===== src/hw/rtl/ed_pkg.sv =====
`default_nettype none

package ed_pkg;

    localparam int ELEM_WIDTH  = 16;
    localparam int DIFF_WIDTH  = ELEM_WIDTH + 1;
    localparam int SQ_WIDTH    = 2 * DIFF_WIDTH;
    localparam int SUM_WIDTH   = 42;
    localparam int ROOT_WIDTH  = SUM_WIDTH / 2;
    localparam int REM_WIDTH   = ROOT_WIDTH + 3;
    localparam int STEP_WIDTH  = $clog2(ROOT_WIDTH);
    localparam int ED_QUEUE_DEPTH = 4;

    localparam logic [SUM_WIDTH-1:0] SUM_MAX = {SUM_WIDTH{1'b1}};

    typedef struct packed {
        logic signed [ELEM_WIDTH-1:0] a_element;
        logic signed [ELEM_WIDTH-1:0] b_element;
        logic                         last_pair;
    } ed_in_t;

    typedef struct packed {
        logic [SUM_WIDTH-1:0] distance;
        logic                 saturated;
    } ed_out_t;

    typedef struct packed {
        logic [SUM_WIDTH-1:0] sum;
        logic                 clipped;
    } ed_acc_t;

    typedef enum logic [1:0] {
        BACK_IDLE,
        BACK_ROOT,
        BACK_DONE
    } ed_back_state_t;

endpackage

`default_nettype wire


===== src/hw/rtl/ed_queue.sv =====
`default_nettype none

module ed_queue #(
    parameter int DEPTH = ed_pkg::ED_QUEUE_DEPTH
) (
    input  wire logic                         clk,
    input  wire logic                         rst_n,
    input  wire logic                         wr_en,
    input  wire ed_pkg::ed_acc_t              wr_data,
    input  wire logic                         rd_en,
    output      ed_pkg::ed_acc_t              rd_data,
    output      logic [$clog2(DEPTH+1)-1:0]   count
);
    import ed_pkg::*;

    localparam int PTR_W = $clog2(DEPTH);
    localparam int CNT_W = $clog2(DEPTH + 1);
    localparam logic [PTR_W-1:0] PTR_LAST = PTR_W'(DEPTH - 1);

    ed_acc_t          mem_reg [DEPTH];
    logic [PTR_W-1:0] wr_ptr_reg, wr_ptr_next;
    logic [PTR_W-1:0] rd_ptr_reg, rd_ptr_next;
    logic [CNT_W-1:0] count_reg, count_next;

    always_comb
    begin
        wr_ptr_next = wr_ptr_reg;
        rd_ptr_next = rd_ptr_reg;
        count_next  = count_reg;
        if (wr_en)
        begin
            wr_ptr_next = (wr_ptr_reg == PTR_LAST) ? '0 : wr_ptr_reg + 1'b1;
        end
        if (rd_en)
        begin
            rd_ptr_next = (rd_ptr_reg == PTR_LAST) ? '0 : rd_ptr_reg + 1'b1;
        end
        if (wr_en && !rd_en)
        begin
            count_next = count_reg + 1'b1;
        end
        else if (!wr_en && rd_en)
        begin
            count_next = count_reg - 1'b1;
        end
    end

    always_ff @(posedge clk or negedge rst_n)
    begin
        if (!rst_n)
        begin
            wr_ptr_reg <= '0;
            rd_ptr_reg <= '0;
            count_reg  <= '0;
        end
        else
        begin
            wr_ptr_reg <= wr_ptr_next;
            rd_ptr_reg <= rd_ptr_next;
            count_reg  <= count_next;
        end
    end

    always_ff @(posedge clk)
    begin
        if (wr_en)
        begin
            mem_reg[wr_ptr_reg] <= wr_data;
        end
    end

    assign rd_data = mem_reg[rd_ptr_reg];
    assign count   = count_reg;

endmodule

`default_nettype wire


===== src/hw/rtl/ed_front.sv =====
`default_nettype none

module ed_front #(
    parameter int DEPTH = ed_pkg::ED_QUEUE_DEPTH
) (
    input  wire logic                         clk,
    input  wire logic                         rst_n,
    input  wire logic                         push,
    input  wire ed_pkg::ed_in_t               pair,
    output      logic                         full,
    input  wire logic [$clog2(DEPTH+1)-1:0]   q_count,
    output      logic                         q_wr_en,
    output      ed_pkg::ed_acc_t              q_wr_data
);
    import ed_pkg::*;

    localparam int CNT_W = $clog2(DEPTH + 1);

    logic                         accept;
    logic signed [DIFF_WIDTH-1:0] diff;
    logic [DIFF_WIDTH-1:0]        mag;
    logic [CNT_W:0]               pending;
    logic [SUM_WIDTH:0]           total;
    logic                         over;
    logic [SUM_WIDTH-1:0]         sum_upd;
    logic                         clip_upd;

    logic                  s1_valid_reg, s1_last_reg;
    logic [DIFF_WIDTH-1:0] s1_mag_reg;
    logic                  s2_valid_reg, s2_last_reg;
    logic [SQ_WIDTH-1:0]   s2_sq_reg;
    logic [SUM_WIDTH-1:0]  sum_reg, sum_next;
    logic                  clip_reg, clip_next;

    // results already on their way to the queue count against its room
    assign pending = {1'b0, q_count}
                   + (CNT_W+1)'(s1_valid_reg && s1_last_reg)
                   + (CNT_W+1)'(s2_valid_reg && s2_last_reg);
    assign full    = (pending >= (CNT_W+1)'(DEPTH));
    assign accept  = push && !full;

    assign diff = DIFF_WIDTH'(pair.a_element) - DIFF_WIDTH'(pair.b_element);
    assign mag  = diff[DIFF_WIDTH-1] ? DIFF_WIDTH'(-diff) : DIFF_WIDTH'(diff);

    // saturating accumulate
    assign total    = {1'b0, sum_reg} + (SUM_WIDTH+1)'(s2_sq_reg);
    assign over     = total[SUM_WIDTH];
    assign sum_upd  = over ? SUM_MAX : total[SUM_WIDTH-1:0];
    assign clip_upd = clip_reg || over;

    always_comb
    begin
        sum_next  = sum_reg;
        clip_next = clip_reg;
        if (s2_valid_reg)
        begin
            sum_next  = s2_last_reg ? '0 : sum_upd;
            clip_next = s2_last_reg ? 1'b0 : clip_upd;
        end
    end

    assign q_wr_en           = s2_valid_reg && s2_last_reg;
    assign q_wr_data.sum     = sum_upd;
    assign q_wr_data.clipped = clip_upd;

    always_ff @(posedge clk or negedge rst_n)
    begin
        if (!rst_n)
        begin
            s1_valid_reg <= 1'b0;
            s1_last_reg  <= 1'b0;
            s2_valid_reg <= 1'b0;
            s2_last_reg  <= 1'b0;
            sum_reg      <= '0;
            clip_reg     <= 1'b0;
        end
        else
        begin
            s1_valid_reg <= accept;
            s1_last_reg  <= pair.last_pair;
            s2_valid_reg <= s1_valid_reg;
            s2_last_reg  <= s1_last_reg;
            sum_reg      <= sum_next;
            clip_reg     <= clip_next;
        end
    end

    always_ff @(posedge clk)
    begin
        s1_mag_reg <= mag;
        s2_sq_reg  <= s1_mag_reg * s1_mag_reg;
    end

endmodule

`default_nettype wire


===== src/hw/rtl/ed_back.sv =====
`default_nettype none

module ed_back #(
    parameter int DEPTH = ed_pkg::ED_QUEUE_DEPTH
) (
    input  wire logic                         clk,
    input  wire logic                         rst_n,
    input  wire logic                         cfg_we,
    input  wire logic                         cfg_data,
    input  wire logic [$clog2(DEPTH+1)-1:0]   q_count,
    input  wire ed_pkg::ed_acc_t              q_rd_data,
    output      logic                         q_rd_en,
    output      logic                         empty,
    input  wire logic                         pop,
    output      ed_pkg::ed_out_t              result
);
    import ed_pkg::*;

    ed_back_state_t state_reg, state_next;

    logic                  skip_root_reg;
    logic [SUM_WIDTH-1:0]  rad_reg;
    logic [REM_WIDTH-1:0]  rem_reg;
    logic [ROOT_WIDTH-1:0] root_reg;
    logic [STEP_WIDTH-1:0] step_reg;
    logic                  clip_reg;
    ed_out_t               out_reg;

    logic                  q_avail;
    logic                  load_direct;
    logic                  load_root;
    logic                  root_last;
    logic [REM_WIDTH-1:0]  rem_shift;
    logic [REM_WIDTH-1:0]  trial;
    logic                  take;
    logic [REM_WIDTH-1:0]  rem_step;
    logic [ROOT_WIDTH-1:0] root_step;

    assign q_avail   = (q_count != '0);
    assign root_last = (step_reg == '0);

    // one result bit per step
    assign rem_shift = {rem_reg[REM_WIDTH-3:0], rad_reg[SUM_WIDTH-1 -: 2]};
    assign trial     = REM_WIDTH'({root_reg, 2'b01});
    assign take      = (rem_shift >= trial);
    assign rem_step  = take ? rem_shift - trial : rem_shift;
    assign root_step = {root_reg[ROOT_WIDTH-2:0], take};

    always_comb
    begin
        state_next = state_reg;
        unique case (state_reg)
            BACK_IDLE:
            begin
                if (q_avail)
                begin
                    state_next = skip_root_reg ? BACK_DONE : BACK_ROOT;
                end
            end
            BACK_ROOT:
            begin
                if (root_last)
                begin
                    state_next = BACK_DONE;
                end
            end
            BACK_DONE:
            begin
                if (pop)
                begin
                    state_next = BACK_IDLE;
                end
            end
            default:
            begin
                state_next = BACK_IDLE;
            end
        endcase
    end

    always_comb
    begin
        q_rd_en     = 1'b0;
        load_direct = 1'b0;
        load_root   = 1'b0;
        empty       = 1'b1;
        unique case (state_reg)
            BACK_IDLE:
            begin
                q_rd_en     = q_avail;
                load_direct = q_avail && skip_root_reg;
                load_root   = q_avail && !skip_root_reg;
            end
            BACK_ROOT:
            begin
                empty = 1'b1;
            end
            BACK_DONE:
            begin
                empty = 1'b0;
            end
            default:
            begin
                empty = 1'b1;
            end
        endcase
    end

    always_ff @(posedge clk or negedge rst_n)
    begin
        if (!rst_n)
        begin
            state_reg     <= BACK_IDLE;
            skip_root_reg <= 1'b0;
        end
        else
        begin
            state_reg <= state_next;
            if (cfg_we)
            begin
                skip_root_reg <= cfg_data;
            end
        end
    end

    always_ff @(posedge clk)
    begin
        if (load_direct)
        begin
            out_reg.distance  <= q_rd_data.sum;
            out_reg.saturated <= q_rd_data.clipped;
        end
        if (load_root)
        begin
            rad_reg  <= q_rd_data.sum;
            rem_reg  <= '0;
            root_reg <= '0;
            step_reg <= STEP_WIDTH'(ROOT_WIDTH - 1);
            clip_reg <= q_rd_data.clipped;
        end
        if (state_reg == BACK_ROOT)
        begin
            rad_reg  <= {rad_reg[SUM_WIDTH-3:0], 2'b00};
            rem_reg  <= rem_step;
            root_reg <= root_step;
            step_reg <= step_reg - 1'b1;
            if (root_last)
            begin
                out_reg.distance  <= SUM_WIDTH'(root_step);
                out_reg.saturated <= clip_reg;
            end
        end
    end

    assign result = out_reg;

endmodule

`default_nettype wire


===== src/hw/rtl/euclidean_distance.sv =====
// channel   direction  handshake        payload
// pair      in         push / full      ed_in_t  (a_element, b_element, last_pair)
// result    out        pop / empty      ed_out_t (distance, saturated)
// config    in         cfg_we           cfg_data (skip_root)
//
// one pair per cycle while full is low; last pairs pass s1 and s2 into the result queue
// squared mode: the queue entry is read in BACK_IDLE and shown in BACK_DONE until popped
// root mode: digit-by-digit square root, read in BACK_IDLE, built in BACK_ROOT and shown
//   in BACK_DONE; either mode reads the next queue entry only after the result is popped
// full rises when the result queue plus last pairs in flight reach its depth
// rst_n clears the accumulator, the queue, the back-end state and skip_root
`default_nettype none

module euclidean_distance #(
    parameter int QUEUE_DEPTH = ed_pkg::ED_QUEUE_DEPTH
) (
    input  wire logic            clk,
    input  wire logic            rst_n,
    input  wire logic            push,
    output      logic            full,
    input  wire ed_pkg::ed_in_t  pair,
    output      logic            empty,
    input  wire logic            pop,
    output      ed_pkg::ed_out_t result,
    input  wire logic            cfg_we,
    input  wire logic            cfg_data
);
    import ed_pkg::*;

    localparam int CNT_W = $clog2(QUEUE_DEPTH + 1);

    logic             q_wr_en;
    ed_acc_t          q_wr_data;
    logic             q_rd_en;
    ed_acc_t          q_rd_data;
    logic [CNT_W-1:0] q_count;

    ed_front #(
        .DEPTH(QUEUE_DEPTH)
    ) u_front (
        .clk      (clk),
        .rst_n    (rst_n),
        .push     (push),
        .pair     (pair),
        .full     (full),
        .q_count  (q_count),
        .q_wr_en  (q_wr_en),
        .q_wr_data(q_wr_data)
    );

    ed_queue #(
        .DEPTH(QUEUE_DEPTH)
    ) u_queue (
        .clk    (clk),
        .rst_n  (rst_n),
        .wr_en  (q_wr_en),
        .wr_data(q_wr_data),
        .rd_en  (q_rd_en),
        .rd_data(q_rd_data),
        .count  (q_count)
    );

    ed_back #(
        .DEPTH(QUEUE_DEPTH)
    ) u_back (
        .clk      (clk),
        .rst_n    (rst_n),
        .cfg_we   (cfg_we),
        .cfg_data (cfg_data),
        .q_count  (q_count),
        .q_rd_data(q_rd_data),
        .q_rd_en  (q_rd_en),
        .empty    (empty),
        .pop      (pop),
        .result   (result)
    );

endmodule

`default_nettype wire


===== config.mk =====
export PLATFORM = sky130hd
export DESIGN_NAME = euclidean_distance
export DESIGN_NICKNAME = d
export VERILOG_FILES = /design/src/hw/rtl/ed_pkg.sv /design/src/hw/rtl/ed_queue.sv /design/src/hw/rtl/ed_front.sv /design/src/hw/rtl/ed_back.sv /design/src/hw/rtl/euclidean_distance.sv
export SDC_FILE = /design/constraint.sdc
export NUM_CORES = 1
export LEC_CHECK = 0
export BUFFER_PORTS_ARGS = -buffer_cell sky130_fd_sc_hd__buf_2
export CORE_UTILIZATION = 58
export CTS_CLUSTER_DIAMETER = 40
export DETAILED_ROUTE_END_ITERATION = 7
export PLACE_DENSITY = 0.77
export SLEW_MARGIN = 20
export SYNTH_ARGS = -nofsm -noshare
export SYNTH_HDL_FRONTEND = slang
export SYNTH_SLANG_ARGS = --single-unit

===== constraint.sdc =====
create_clock -name clk -period 5.8 [get_ports clk]
set_input_delay 1.16 -clock clk [delete_from_list [all_inputs] [get_ports clk]]
set_output_delay 1.16 -clock clk [all_outputs]
set_load 0.005 [all_outputs]

==> Yosys cells after proc, flatten, opt, wreduce, memory -nomap -nowiden <==
Memories as Yosys holds them, arrays and structs flattened.
Cells that the tools add are included.
{ "op_classes": {"add_sub_neg": 11, "mul": 1, "n_lt_le_gt_ge": 2, "n_eq_ne": 7, "mux": 31, "n_reduce_logical": 18} }
{ "op_table": {"columns": ["op", "n"], "rows": [
  ["42-bit two-way mux", 4],
  ["43-bit two-way mux", 3],
  ["22-bit two-way mux", 3],
  ["42-bit by 34-bit adder with 43-bit output", 1],
  ["21-bit two-way mux", 2],
  ["17-bit by 17-bit multiplier with 34-bit output", 1],
  ["24-bit by 23-bit >= comparator with 1-bit output", 1],
  ["22-bit subtractor", 1],
  ["17-bit negator", 1],
  ["16-bit by 16-bit subtractor with 17-bit output", 1],
  ["16-bit two-way mux", 1],
  ["2-bit two-way mux", 6],
  ["5-bit two-way mux", 2],
  ["1-bit logical AND", 7],
  ["1-bit two-way mux", 7],
  ["2-bit == test (second input constant)", 3],
  ["3-bit two-way mux", 2],
  ["2-bit one-hot mux with 3 select lines", 1],
  ["5-bit logical NOT", 1],
  ["5-bit by 1-bit subtractor with 5-bit output (second input constant)", 1],
  ["2-bit by 1-bit adder with 2-bit output (second input constant)", 2],
  ["3-bit by 1-bit adder with 4-bit output", 1],
  ["4-bit by 1-bit adder with 4-bit output", 1],
  ["4-bit by 3-bit >= comparator with 1-bit output (second input constant)", 1],
  ["other kinds (11)", 16]
]} }
{ "totals": {"ff_bits": 242, "mem_bits_rw": 172, "in_bits": 39, "out_inout_bits": 45, "wordCells": 93, "n_memories": 1} }
{ "mem_list": {"columns": ["memory", "depth", "width", "rd", "rd_clocked_by_memory_dff", "write_ports", "line", "source"], "rows": [
  ["u_queue.mem_reg", 4, 43, 1, 0, 1, "ed_queue.sv:20", "ed_acc_t mem_reg [DEPTH];"]
]} }

==> Longest topological paths before layout <==
Gate-level depths: netlist (run 1).
{ "depth": {"depth_word": 6, "depth_mapped": 25, "ltp_nobuf": 24} }

==> Hierarchy <==
A second synthesis (run 1) with hierarchy kept.
{ "unflattened": {"cells_unflattened": 2603, "hier_area_um2": 28071.9} }
{ "by_module_without_submodules": {"columns": ["module", "n_inst", "cells_each", "area_each_um2", "seq_area_each_um2"], "rows": [
  ["ed_front", 1, 1701, 14711.6, 2177.1],
  ["ed_back", 1, 642, 6692.7, 3648.5],
  ["ed_queue", 1, 260, 6667.6, 5340.1]
]} }

==> Worst setup path before layout (run 1) <==
No wires, ideal clock.
{ "synth_path": {"path_type": "register to register", "from": "reg u_front.s1_mag_reg[5]", "to": "reg u_front.s2_sq_reg[32]", "setup_ps": 72, "arrival_time_ps": 6203, "required_ps": 5728, "path_slack_ps": -475, "path_stages_with_launch": 25, "path_buffers": 2, "period_less_slack_ps": 6275, "cell_sequence": "dfxtp_1 clkbuf_1 clkbuf_1 nand2_1 fa_1 inv_1 fa_1 inv_1 fa_1 inv_1 fa_1 fa_1 inv_1 fa_1 inv_1 ha_1 a21o_1 a21o_1 a21oi_1 o31ai_1 a21o_1 o41ai_1 nand2b_1 a311oi_1 xnor2_1"} }
{ "synth_between": {"elab_chain_len": 1} }
{ "synth_rtl": {"columns": ["item", "line", "source"], "rows": [
  ["from (decl)", "ed_front.sv:29", "logic [DIFF_WIDTH-1:0] s1_mag_reg;"],
  ["from (signal assigned)", "ed_front.sv:90", "s1_mag_reg <= mag;"],
  ["17-bit by 17-bit multiplier with 34-bit output", "ed_front.sv:91", "s2_sq_reg <= s1_mag_reg * s1_mag_reg;"],
  ["to (signal assigned)", "ed_front.sv:91", null],
  ["to (decl)", "ed_front.sv:31", "logic [SQ_WIDTH-1:0] s2_sq_reg;"]
]} }
No other way between the ends.
A chain may end at the register's enable or synchronous reset.

==> Final worst setup path (run 1) <==
{ "layout_path": {"from": "reg u_front.s1_mag_reg[7]", "to": "reg u_front.s2_sq_reg[33]"} }
Same word-level chain as after synthesis.

==> flow_summary.json, run 1 <==
{
  "post-place-ws_ps": -349,
  "yosys.area_share.simple_pct": 9.51,
  "finalClockSkew_ps": 16.3,
  "detailedRoute.firstIterationViolations": 1135,
  "post-place-cells": 3198,
  "synth-xor-area-share_pct": 3.66,
  "drcViolationCount": 0,
  "ys.flop_type": "sky130_fd_sc_hd__edfxtp_1",
  "worstSetupPathType": "reg2reg",
  "cell_taking_the_most_area_after_synthesis": "sky130_fd_sc_hd__edfxtp_1",
  "critPathMostFrequentCell": "sky130_fd_sc_hd__inv_2",
  "finish.net_count": 3087,
  "cap_viol_max_count": 0,
  "final-hold-violation-count": 0,
  "die_h_um": 219,
  "clock_tree.htree_level_count": 2,
  "post-dp-hpwl_um": 41600,
  "routed_wl_um": 57900,
  "num_rows": 79,
  "dieArea_sq_mm": 0.0479,
  "final_ant_viol_nets": 0,
  "firstDrtPassIters": 5,
  "grt_pass1_vias": 19300,
  "slowest_delay_ps": 550,
  "synth_edf_count": 261,
  "rsz_0062_raised_after_global_routing": "true",
  "failing_checks": "negative setup slack",
  "fin_ws_ps": -198,
  "clk_root_buf": "sky130_fd_sc_hd__clkbuf_16",
  "cts_tree": "done",
  "num_io_pins": 84,
  "cts_buffers": 52,
  "final_max_slew_viol_count": 0,
  "cts-root-to-sink-buffers": 3,
  "synth-seq-cells": 413,
  "number_of_antenna_violations_at_the_first_check_in_global_routing": 0,
  "dr_total_vias": 18800,
  "slowest_stage_cell_crit_path": "sky130_fd_sc_hd__fa_1",
  "critical_path.n_buffers_inverters": 6,
  "crit_chain": "and2_4 -> inv_2 -> fa_1 -> inv_2 -> fa_2 -> inv_2 -> fa_2 -> inv_2 -> fa_1 -> fa_1 -> inv_1 -> fa_1 -> inv_2 -> ha_4 -> and3_4 -> and3_4 -> a221oi_4 -> a31oi_4 -> o21bai_4 -> o211ai_1 -> a31o_2 -> a221o_1 -> a21oi_2 -> xnor2_1",
  "synth.lib_cells_used.distinct": 74,
  "cts.hold.buffers_added": 0,
  "hold_class": "reg2reg",
  "share_of_cell_area_taken_by_muxes_after_synthesis_pct": 5.31,
  "synth.yosys.warnings": 0,
  "ys_async_sr_fraction_pct": 13.8,
  "synth_cells": 2470,
  "synth-adder-area-share_pct": 23.0,
  "clock_insertion_delay_worst_skew_ps": 590,
  "syn_avg_cell_area_sq_um": 11.0,
  "ys_seq_area_share_pct": 41.0,
  "yosys.area.top_type_share_pct": 28.8,
  "outcome": "complete, but fails checks",
  "cpLargestDelayFamily": "adder cells",
  "synth_top_family_by_area": "adder cells",
  "avgViaCountPerCell": 5.69,
  "worst-endpoint-required_ps": 6310,
  "finalSetupViolCount": 5,
  "final_cell_count_no_fill": 3314,
  "aggregate_negative_setup_slack_ps": -537,
  "wl_per_cell_um": 17.5,
  "grt_max_degree": 89,
  "synth.top_cells.by_area": "sky130_fd_sc_hd__edfxtp_1, sky130_fd_sc_hd__fa_1, sky130_fd_sc_hd__ha_1",
  "clock_sink_count": 413,
  "grt_first_pass_wirelength_um": 94600,
  "fillerInstances": 3274,
  "max_clock_freq_mhz": 167,
  "core_area_sq_mm": 0.0465,
  "area_growth_syn_to_layout_pct": 15.5,
  "postSynthNetCount": 2893,
  "die_x_um": 219,
  "worst_setup_path_start_kind": "register",
  "critical_path_arrival_ps": 6510,
  "antenna_cells": 0,
  "placement.io_buffers": 83,
  "grt_util_overall_pct": 24.5,
  "final_layout_size_suffix_gt1_share_pct": 18.5,
  "finalCriticalPeriod_ps": 6000,
  "critical_path.max_fanout": 3,
  "synth_compound_area_share_pct": 11.0,
  "largest_reg_flops": 172,
  "timing.critical_path.to_type": "register",
  "start_util_pct": 58.7,
  "final.period_utilization_pct": 103,
  "synthesis.area_sq_mm": 0.0273,
  "gpl.final_weighted_congestion": 0.909,
  "grt.overflow.total": 0,
  "maxSlewHeadroom_pct": 40.0,
  "actual_slew_at_the_worst_max_slew_pin_ps": 900,
  "clk_transition_reported_paths_ps": 60
}
cells in the mapped netlist (all sizes together), types with 5 or more instances:
master and count:
fa 194, dfrtp 57, and2 52, a22o 69
nand3 19, xor2 29, clkbuf 76, nand4 15
dfxtp 95, xnor2 85, edfxtp 261, inv 377
or2 9, ha 190, o211ai 6, a211oi 12
and3 20, nor2b 20, nand2b 20, nor4 6
o21a 11, o31ai 9, mux2i 40, buf 13
o21ai 74, o21bai 19, or3 7, nand2 248
a31o 5, a21oi 130, mux2 7, nor2 112
mux4 43, nor3 22, a21boi 7, a31oi 15
a311oi 5, a21o 50
routing by layer:
layer  routed length (um)  vias up  GRT usage [%]
met3                 2670      106           3.34
met1                24400     9349           30.8
met4                 1300        0           7.15
met2                29500      552           43.9
li1                     -     8835              -
met5                    0        -              0
cell usage in the layout, fill, tap and decap left out, drive strengths merged, types with 29 or more instances in the layout:
cell,count
dfxtp,95
mux2i,40
nor2,112
xnor2,85
mux4,43
and2,52
a21oi,130
fa,194
clkbuf,59
nand2,248
dfrtp,57
ha,190
inv,393
buf,229
a22o,69
a21o,50
edfxtp,261
o21ai,74
xor2,29
repair_timing:
action,CTS,global route
setup buffers,11,10
resized for setup,52,54
pin swaps,54,71
setup endpoints to repair,9,11
logic make-up after synthesis:
group / after synthesis
DFF: 413
and+or+nand+nor: 560
adders and majority gates: 384
buffers and inverters: 467
AOI/OAI and AO/OA: 442
xor gates and xnor gates: 114
muxes: 90
cell type report:
cell class	count	area (sq um)	share of cell area [%]
clock inverters	38	374	1.19
inverters	378	1420	4.52
clock buffers	59	1380	4.38
repair buffers	229	1600	5.08
flip-flops and latches	413	11200	35.6
multi-input cells	1590	14700	46.8
well taps	607	759	2.41
path summary, 6_finish.rpt:
kind                                            start                     to  slack, ps  cells after the start
worst max-delay path            u_front.s1_mag_reg[7]  u_front.s2_sq_reg[33]       -200                     24
worst min-delay path             u_front.s1_valid_reg   u_front.s2_valid_reg        420                      0
worst max register to register  u_front.s1_mag_reg[7]  u_front.s2_sq_reg[33]       -200                     24
worst min register to register   u_front.s1_valid_reg   u_front.s2_valid_reg        420                      0
max in group asynchronous                       rst_n  u_queue.rd_ptr_reg[0]       4460                      2
min in group asynchronous                       rst_n    u_front.s1_last_reg        760                      2
through the flow:
stage | hold WS (ps) | util (%) | cell area, sq um
finish | 418 | 67.8 | 31500
global route | 425 | 67.8 | 31500
CTS | 411 | 67.2 | 31200
detailed placement | 391 | 62.8 | 29200
global placement | 372 | 62.8 | 29200
floorplan | 354 | - | 27500
Power of run 1 is left out: the tool's default activity adds up to more than one toggle a clock period on the data nets, which glitch-free logic cannot reach.
==> run 2: changes to the inputs <==
--- a/config.mk
+++ b/config.mk
@@ -6,10 +6,10 @@
 export NUM_CORES = 1
 export LEC_CHECK = 0
 export BUFFER_PORTS_ARGS = -buffer_cell sky130_fd_sc_hd__buf_2
-export CORE_UTILIZATION = 58
+export CORE_UTILIZATION = 53
 export CTS_CLUSTER_DIAMETER = 40
 export DETAILED_ROUTE_END_ITERATION = 7
-export PLACE_DENSITY = 0.77
+export PLACE_DENSITY = 0.71
 export SLEW_MARGIN = 20
 export SYNTH_ARGS = -nofsm -noshare
 export SYNTH_HDL_FRONTEND = slang
==> flow_summary.json, run 2 (same netlist as run 1, synthesis figures left out) <==
{
  "slowest_stage_cell_crit_path": "sky130_fd_sc_hd__fa_1",
  "clock_tree.htree_level_count": 2,
  "failing_checks": "negative setup slack",
  "wl_per_cell_um": 16.5,
  "grt_first_pass_wirelength_um": 93900,
  "dr_total_vias": 18400,
  "grt_max_degree": 56,
  "cts_tree": "done",
  "fin_ws_ps": -184,
  "placement.io_buffers": 83,
  "critPathMostFrequentCell": "sky130_fd_sc_hd__fa_1",
  "ff2ff_path_depth": 25,
  "grt_pass1_vias": 19200,
  "final_layout_size_suffix_gt1_share_pct": 18.4,
  "core_area_sq_mm": 0.0505,
  "r2r-start": "u_front.s1_mag_reg[7]",
  "final.period_utilization_pct": 103,
  "fillerInstances": 3945,
  "grt_util_overall_pct": 21.8,
  "area_growth_syn_to_layout_pct": 16.0,
  "cts-root-to-sink-buffers": 3,
  "firstDrtPassIters": 5,
  "die_h_um": 229,
  "antenna_cells": 0,
  "num_io_pins": 84,
  "worst_r2r_endpoint": "u_front.s2_sq_reg[33]",
  "routed_wl_um": 55700,
  "final_ant_viol_nets": 0,
  "actual_slew_at_the_worst_max_slew_pin_ps": 1060,
  "worst-endpoint-required_ps": 6270,
  "number_of_antenna_violations_at_the_first_check_in_global_routing": 0,
  "finish.net_count": 3090,
  "worstSetupStartpoint": "u_front.s1_mag_reg[7]",
  "critical_path_depth": 25,
  "num_rows": 82,
  "critical_path.max_fanout": 3,
  "gpl.final_weighted_congestion": 0.897,
  "post-place-cells": 3268,
  "maxSlewHeadroom_pct": 28.7,
  "cp-endpoint": "u_front.s2_sq_reg[33]",
  "layout.cells.most_common": "sky130_fd_sc_hd__inv_1",
  "finalCriticalPeriod_ps": 5980,
  "grt.overflow.total": 0,
  "detailedRoute.firstIterationViolations": 1064,
  "hold_class": "reg2reg",
  "clock_sink_count": 413,
  "finalCoreUtilization_pct": 62.6,
  "mostFrequentLayoutCells": "sky130_fd_sc_hd__inv_1, sky130_fd_sc_hd__edfxtp_1, sky130_fd_sc_hd__nand2_1, sky130_fd_sc_hd__fa_1, sky130_fd_sc_hd__ha_1",
  "post_dp_cell_area_sq_mm": 0.0293,
  "clk_root_buf": "sky130_fd_sc_hd__clkbuf_16",
  "post-dp-hpwl_um": 41900,
  "critical_path_arrival_ps": 6450,
  "final-hold-violation-count": 0,
  "timing.critical_path.to_type": "register",
  "rsz_0062_raised_after_global_routing": "true",
  "r2r_slack_ps": -180,
  "outcome": "complete, but fails checks",
  "final_cell_count_no_fill": 3383,
  "clock_insertion_delay_worst_skew_ps": 610,
  "die_x_um": 229,
  "start_util_pct": 54.0,
  "avgViaCountPerCell": 5.44,
  "final_max_slew_viol_count": 0,
  "finalClockSkew_ps": 42.1,
  "clk_transition_reported_paths_ps": 60,
  "dieArea_sq_mm": 0.0523,
  "worst_setup_path_start_kind": "register",
  "slowest_delay_ps": 530,
  "aggregate_negative_setup_slack_ps": -372,
  "final_area_sq_mm": 0.0316,
  "drcViolationCount": 0,
  "cpLargestDelayFamily": "adder cells",
  "max_clock_freq_mhz": 167,
  "worstSetupPathType": "reg2reg",
  "cts_buffers": 53,
  "critical_path.n_buffers_inverters": 7,
  "largest_reg_flops": 172,
  "cap_viol_max_count": 0,
  "finalSetupViolCount": 4
}
[run 2: cell types whose count changed in the layout (fill, tap and decap cells not counted), moves of 3 or more]
| cell | change |
|---|---|
| sky130_fd_sc_hd__inv_6 | +8 |
| sky130_fd_sc_hd__buf_4 | +4 |
| sky130_fd_sc_hd__fa_1 | +4 |
| sky130_fd_sc_hd__fa_2 | -4 |
| sky130_fd_sc_hd__nand2_4 | +3 |
[run 2: worst min path at each step]
stage	start	end	slack, ps	cells past startpoint
floorplan	u_front.s1_last_reg	u_front.s2_last_reg	350	0
global placement	u_front.s1_valid_reg	u_front.s2_valid_reg	360	0
detailed placement	u_front.s1_valid_reg	u_front.s2_valid_reg	370	0
CTS	u_front.s1_valid_reg	u_front.s2_valid_reg	390	0
global route	u_front.s1_valid_reg	u_front.s2_valid_reg	410	0
finish	u_front.s1_valid_reg	u_front.s2_valid_reg	390	0
[run 2: metrics by stage]
step           hold WS [ps]  setup WS, ps
6_report                391          -184
5_1_grt                 405          -430
4_1_cts                 391          -176
3_5_place_dp            366          -364
3_3_place_gp            365          -259
2_1_floorplan           354         -8.68
[run 2: cell type report]
cell class              instances  area, sq um  share of cell area (%)
multi-input cells            1590        14700                    46.5
clock buffers                  59         1380                    4.36
well taps                     672          841                    2.66
flip-flops and latches        413        11200                    35.4
inverters                     378         1420                    4.50
repair buffers                231         1610                    5.08
clock inverters                40          458                    1.45
[run 2: metal layers]
layer | global-route usage [%] | wire [um]
met1 | 27.5 | 24200
met2 | 39.2 | 27900
met3 | 2.76 | 2220
met4 | 6.44 | 1380
met5 | 0 | 0
[run 2: timing repair]
| action | in CTS | in global routing |
|---|---|---|
| resized for setup | 77 | 22 |
| endpoints found under the setup margin | 8 | 13 |
| hold endpoints to repair | 0 | 0 |
| buffers inserted | 10 | 5 |
| hold buffers | 0 | 0 |
| pin swaps | 62 | 27 |
Power of run 2 is left out for the same reason.
